===== config.mk =====
export PLATFORM = sky130hd
export DESIGN_NAME = cplc_ctrl
export DESIGN_NICKNAME = d
export VERILOG_FILES = /design/src/hw/rtl/cplc_pkg.sv /design/src/hw/rtl/cplc_ctrl.sv
export SDC_FILE = /design/constraint.sdc
export NUM_CORES = 1
export LEC_CHECK = 0
export BUFFER_PORTS_ARGS = -buffer_cell sky130_fd_sc_hd__buf_2
export CAP_MARGIN = 20
export CORE_AREA = 2 2 39 41
export CTS_CLUSTER_DIAMETER = 120
export DETAILED_ROUTE_END_ITERATION = 7
export DIE_AREA = 0 0 41 43
export GPL_ROUTABILITY_DRIVEN = 1
export GPL_TIMING_DRIVEN = 0
export PLACE_DENSITY = 0.44
export SLEW_MARGIN = 10
export SYNTH_ARGS = -nofsm -noshare
export SYNTH_HDL_FRONTEND = slang
export SYNTH_SLANG_ARGS = --single-unit

===== constraint.sdc =====
create_clock -name aclk -period 2.4 [get_ports aclk]
set_input_delay 0.48 -clock aclk [delete_from_list [all_inputs] [get_ports aclk]]
set_output_delay 0.48 -clock aclk [all_outputs]
set_load 0.05 [all_outputs]

===== src/hw/rtl/cplc_pkg.sv =====
// Package with shared types, constants and the sequencer states of the clipper.
package cplc_pkg;
    localparam int MAX_EDGES_DEF  = 6;
    localparam int COORD_BITS_DEF = 16;
    localparam int CFG_IDX_BITS   = 8;
    localparam int T_BITS         = 16;
    localparam logic [16:0] T_ONE = 17'd32768;

    localparam logic [CFG_IDX_BITS-1:0] REG_EDGE_COUNT = 8'd0;
    localparam logic [CFG_IDX_BITS-1:0] REG_EDGE_FIRST = 8'd1;
    localparam logic [CFG_IDX_BITS-1:0] REG_EDGE_LAST  = 8'd6;
    localparam logic [CFG_IDX_BITS-1:0] REG_BBOX       = 8'd7;

    localparam logic [3:0] CODE_UP    = 4'h8;
    localparam logic [3:0] CODE_DOWN  = 4'h4;
    localparam logic [3:0] CODE_LEFT  = 4'h2;
    localparam logic [3:0] CODE_RIGHT = 4'h1;

    typedef enum logic [3:0] {
        ST_IDLE,
        ST_CODE,
        ST_DOT,
        ST_EDGE,
        ST_DIV,
        ST_ACC,
        ST_INTERP,
        ST_OUT
    } cplc_state_t;

    // Commands from the sequencer to the datapath.
    typedef struct packed {
        logic load;
        logic code;
        logic dot;
        logic edge_eval;
        logic div_step;
        logic acc;
        logic interp;
    } cplc_cmd_t;

    // Status from the datapath to the sequencer.
    typedef struct packed {
        logic reject;
        logic need_div;
        logic div_last;
        logic last_edge;
        logic no_edges;
        logic interp_last;
    } cplc_sts_t;
endpackage


===== src/hw/rtl/cplc_ctrl.sv =====
// Sequencer of the clipper: walks outcodes, edges, division and interpolation.
module cplc_ctrl (
    input  logic                aclk,
    input  logic                aresetn,
    input  logic                in_xfer,
    input  logic                out_xfer,
    input  cplc_pkg::cplc_sts_t sts,
    output cplc_pkg::cplc_cmd_t cmd,
    output logic                busy,
    output logic                out_valid
);
    import cplc_pkg::*;

    cplc_state_t state_reg, state_next;

    always_ff @(posedge aclk) begin
        if (!aresetn) begin
            state_reg <= ST_IDLE;
        end else begin
            state_reg <= state_next;
        end
    end

    always_comb begin
        state_next = state_reg;
        cmd        = '0;
        busy       = 1'b1;
        out_valid  = 1'b0;
        case (state_reg)
            ST_IDLE: begin
                busy = 1'b0;
                if (in_xfer) begin
                    cmd.load   = 1'b1;
                    state_next = ST_CODE;
                end
            end
            ST_CODE: begin
                cmd.code = 1'b1;
                if (sts.reject) state_next = ST_OUT;
                else if (sts.no_edges) state_next = ST_INTERP;
                else state_next = ST_DOT;
            end
            ST_DOT: begin
                cmd.dot    = 1'b1;
                state_next = ST_EDGE;
            end
            ST_EDGE: begin
                cmd.edge_eval = 1'b1;
                if (sts.need_div) state_next = ST_DIV;
                else if (sts.last_edge) state_next = ST_INTERP;
                else state_next = ST_DOT;
            end
            ST_DIV: begin
                cmd.div_step = 1'b1;
                if (sts.div_last) state_next = ST_ACC;
            end
            ST_ACC: begin
                cmd.acc = 1'b1;
                if (sts.last_edge) state_next = ST_INTERP;
                else state_next = ST_DOT;
            end
            ST_INTERP: begin
                cmd.interp = 1'b1;
                if (sts.interp_last) state_next = ST_OUT;
            end
            ST_OUT: begin
                out_valid = 1'b1;
                if (out_xfer) begin
                    state_next = ST_IDLE;
                end
            end
            default: state_next = ST_IDLE;
        endcase
    end
endmodule


# After elaboration in Yosys (flattened, before gate mapping)
# Cells that the tools add are included.
# totals
out_inout_bits,9
wordCells,33
inputBits,10
ff_bits,4
# op_classes
muxes,19
n_reduce_logical,2
eq_ne,11
# op_table
operator,n
4-bit case mux with 8 select lines,1
4-bit two-way mux,6
"4-bit by 3-bit == test with 1-bit output, second input constant",4
1-bit two-way mux,10
"4-bit by 2-bit == test with 1-bit output, second input constant",2
"2-bit inequality test, second input constant",4
3-bit two-way mux,2
"4-bit by 1-bit == test with 1-bit output, second input constant",1
4-bit logical NOT,1
4-bit AND reduction,1

# Depth between registers and ports, before layout
# logic_depth
depth_word,3
depth_mapped,4
ltp_nobuf,3

# Worst setup path before layout
# OpenSTA, ideal clock, no wires.
# synth_path
kind,flip-flop to output port
start,reg state_reg[2]
end,out cmd[2] (netlist name)
required_time_ns,1.920
t_arrival_ns,1.737
slack_ns,0.183
n_path_buf,1
path_stages_with_launch,3
path_cell_list,dfxtp_1 buf_2 nor3b_1
# synth_rtl
element,line,text
from (decl),cplc_ctrl.sv:14,"cplc_state_t state_reg, state_next;"
from (signal assigned),cplc_ctrl.sv:20,state_reg <= state_next;
to (decl),cplc_ctrl.sv:8,"output cplc_pkg::cplc_cmd_t cmd,"

==> impl_metrics.tcl <==
set metrics [dict create \
    seqCellArea_um2 60.1 \
    synthArstFlopShare 0 \
    synth_top_area_frac 0.211 \
    start_kind "register" \
    synth_area_leaders "dfxtp_1 (21%), mux2i_1 (11%), nor3b_1 (11%), and3b_1 (9.2%), buf_2 (5.3%)" \
    cts.htree.levels 1 \
    fin_skew_ns 0.00187 \
    grt_max_degree 11 \
    clkTransAtPathRegs_ns 0.03 \
    drt-total-wl_um 776 \
    critPathRequiredTime_ns 1.92 \
    synth-main-ff-cell "dfxtp_1" \
    portBuffers 18 \
    vias_per_cell 4.46 \
    cp_max_fo 10 \
    max_freq_mhz 544 \
    slew-limit-headroom 0.823 \
    drive_gt1_frac 0.417 \
    via_count 339 \
    ant_nets 0 \
    syn_to_final_growth_pct 47.8 \
    grt_overflow 0 \
    grt_pass1_vias 323 \
    grt_use_met1 0.128 \
    final_cell_area_um2 422 \
    synth_edf_count 0 \
    fp-row-count 14 \
    synthCells 38 \
    post_cts_resized 0 \
    status "complete, no violations" \
    hold-path-endpoint "state_reg[0]" \
    hold_viol 0 \
    synth.avg_cell_area_um2 7.51 \
    yosys_warnings 0 \
    vdd_ir_drop_max_v 0.000433 \
    gp_congestion 0.696 \
    place_inst 72 \
    grt_pass1_wl_um 1290 \
    cts_tree "done" \
    synth_top_cells_by_count "nor2_1 (4), nor3b_1 (4)" \
    power_density_nw_per_um2 939 \
    worst_pin_slew_ns 0.266 \
    synth_seq_area_share 0.211 \
    period_minus_slack_ns 1.84 \
    yosysUniqueCellTypes 21 \
    critPathArrivalTime_ns 1.36 \
    p_leak_uw 0.000240 \
    n_fill_cell 158 \
    post_dp_cell_area_um2 395 \
    die_y_um 43 \
    drv_slew 0 \
    syn_nets 48 \
    dieArea_um2 1760 \
    reg2reg_slack_ns 1.24 \
    tns_ns 0 \
    core_area_um2 1380 \
    first_pass_iters 4 \
    n_antenna_cell 0 \
    post-route-period-util 0.766 \
    track_usage 0.105 \
    r2r_cells 3 \
    end_kind "output port" \
    cap_viol_max_count 0 \
    largest_reg_flops 3 \
    hold_path_depth 2 \
    r2r-end "state_reg[2]" \
    use_met3 0.0628 \
    holdBufCountCts 0 \
    post_drt_wl_per_cell_um 10.2 \
    cts.path.max_buffers 2 \
    fin_nets 71 \
    path_class "register to output port" \
    grtUsageMet2 0.156 \
    syn_area_um2 285 \
    instances_no_fill 76 \
    cts_setup_buffers 0 \
    multiInputGateArea_um2 203 \
    dp_hpwl_um 605 \
    route.detailed.drc 0 \
    cts-buffers-inserted 3 \
    ys_ff_latch 3 \
    setup_violations 0 \
    initial_core_util 0.206 \
    clock-root-buffer "clkbuf_4" \
    post-route-util 0.305 \
    clk_latency_ns 0.23 \
    top_usage_layer "met2" \
    timing.rr.start "state_reg[2]" \
    drtIter0Drc 13 \
    yosys.area.top_type "dfxtp_1" \
    hold_path_startpoint "aresetn" \
    hold_class "primary input to register" \
    whs_ns 0.546 \
    clock-sinks 3 \
    antenna_found_initial 0 \
    pin_count 19 \
    die-width_um 41 \
    rsz0062_at_grt "no" \
]
## worst max-delay path by stage
stage                       from     end
floorplan           state_reg[2]  cmd[2]
global placement    state_reg[1]  cmd[4]
detailed placement  state_reg[1]  cmd[4]
CTS                 state_reg[1]  cmd[4]
global route        state_reg[1]  cmd[4]
finish              state_reg[1]  cmd[4]
## layout by cell type (no fill, tap or decap)
| cell | instances |
|---|---|
| nand2_1 | 2 |
| o22ai_1 | 1 |
| nor3_1 | 1 |
| inv_1 | 2 |
| nand3_1 | 1 |
| or2_2 | 1 |
| a211o_1 | 1 |
| clkbuf_4 | 3 |
| nand2b_1 | 1 |
| mux2i_1 | 3 |
| and3b_1 | 3 |
| o21ai_0 | 2 |
| o211a_1 | 1 |
| or3_1 | 1 |
| nor2_1 | 4 |
| dfxtp_1 | 3 |
| a21boi_1 | 1 |
| buf_2 | 21 |
| a221oi_1 | 1 |
| clkbuf_1 | 1 |
| nor2b_1 | 1 |
| nor3b_1 | 4 |
| o211ai_1 | 1 |
## kinds of logic (layout without fill, tap and decap cells)
logic type	after synthesis	after routing	share of synthesized area
AOI/OAI and AO/OA	8	8	0.206
buffers and inverters	5	27	0.0789
DFF	3	3	0.211
muxes	3	3	0.105
and+or+nand+nor	19	19	0.399
## critical path: stages, from the launching register on
cell,delay (ns)
dfxtp_1,0.41
buf_2,0.24
nor3b_1,0.19
buf_2,0.29
## cell type report
class                   instances  share of cell area
plain buffers                   3              0.0356
inverters                       2              0.0178
clock buffers                   4              0.0623
repair buffers                 18               0.214
multi-input cells              30               0.481
well taps                      16              0.0475
flip-flops and latches          3               0.142
## power by group
group / internal, uW / switching (uW)
registers: 61.8 / 14.9
clock network: 62.2 / 24.8
logic: 71.4 / 161
## through the flow
stage          total power [uW]  setup slack, ns
3_3_place_gp                311            0.798
2_1_floorplan               258            0.183
4_1_cts                     403            0.551
3_5_place_dp                311            0.813
5_1_grt                     427            0.382
6_report                    396            0.562
## layer usage
| metal | up-vias | wire [um] |
|---|---|---|
| li1 | 181 | - |
| met5 | - | 0 |
| met2 | 7 | 372 |
| met1 | 151 | 382 |
| met4 | 0 | 0 |
| met3 | 0 | 21 |
Note: power is estimated with default switching activity, not from simulation.
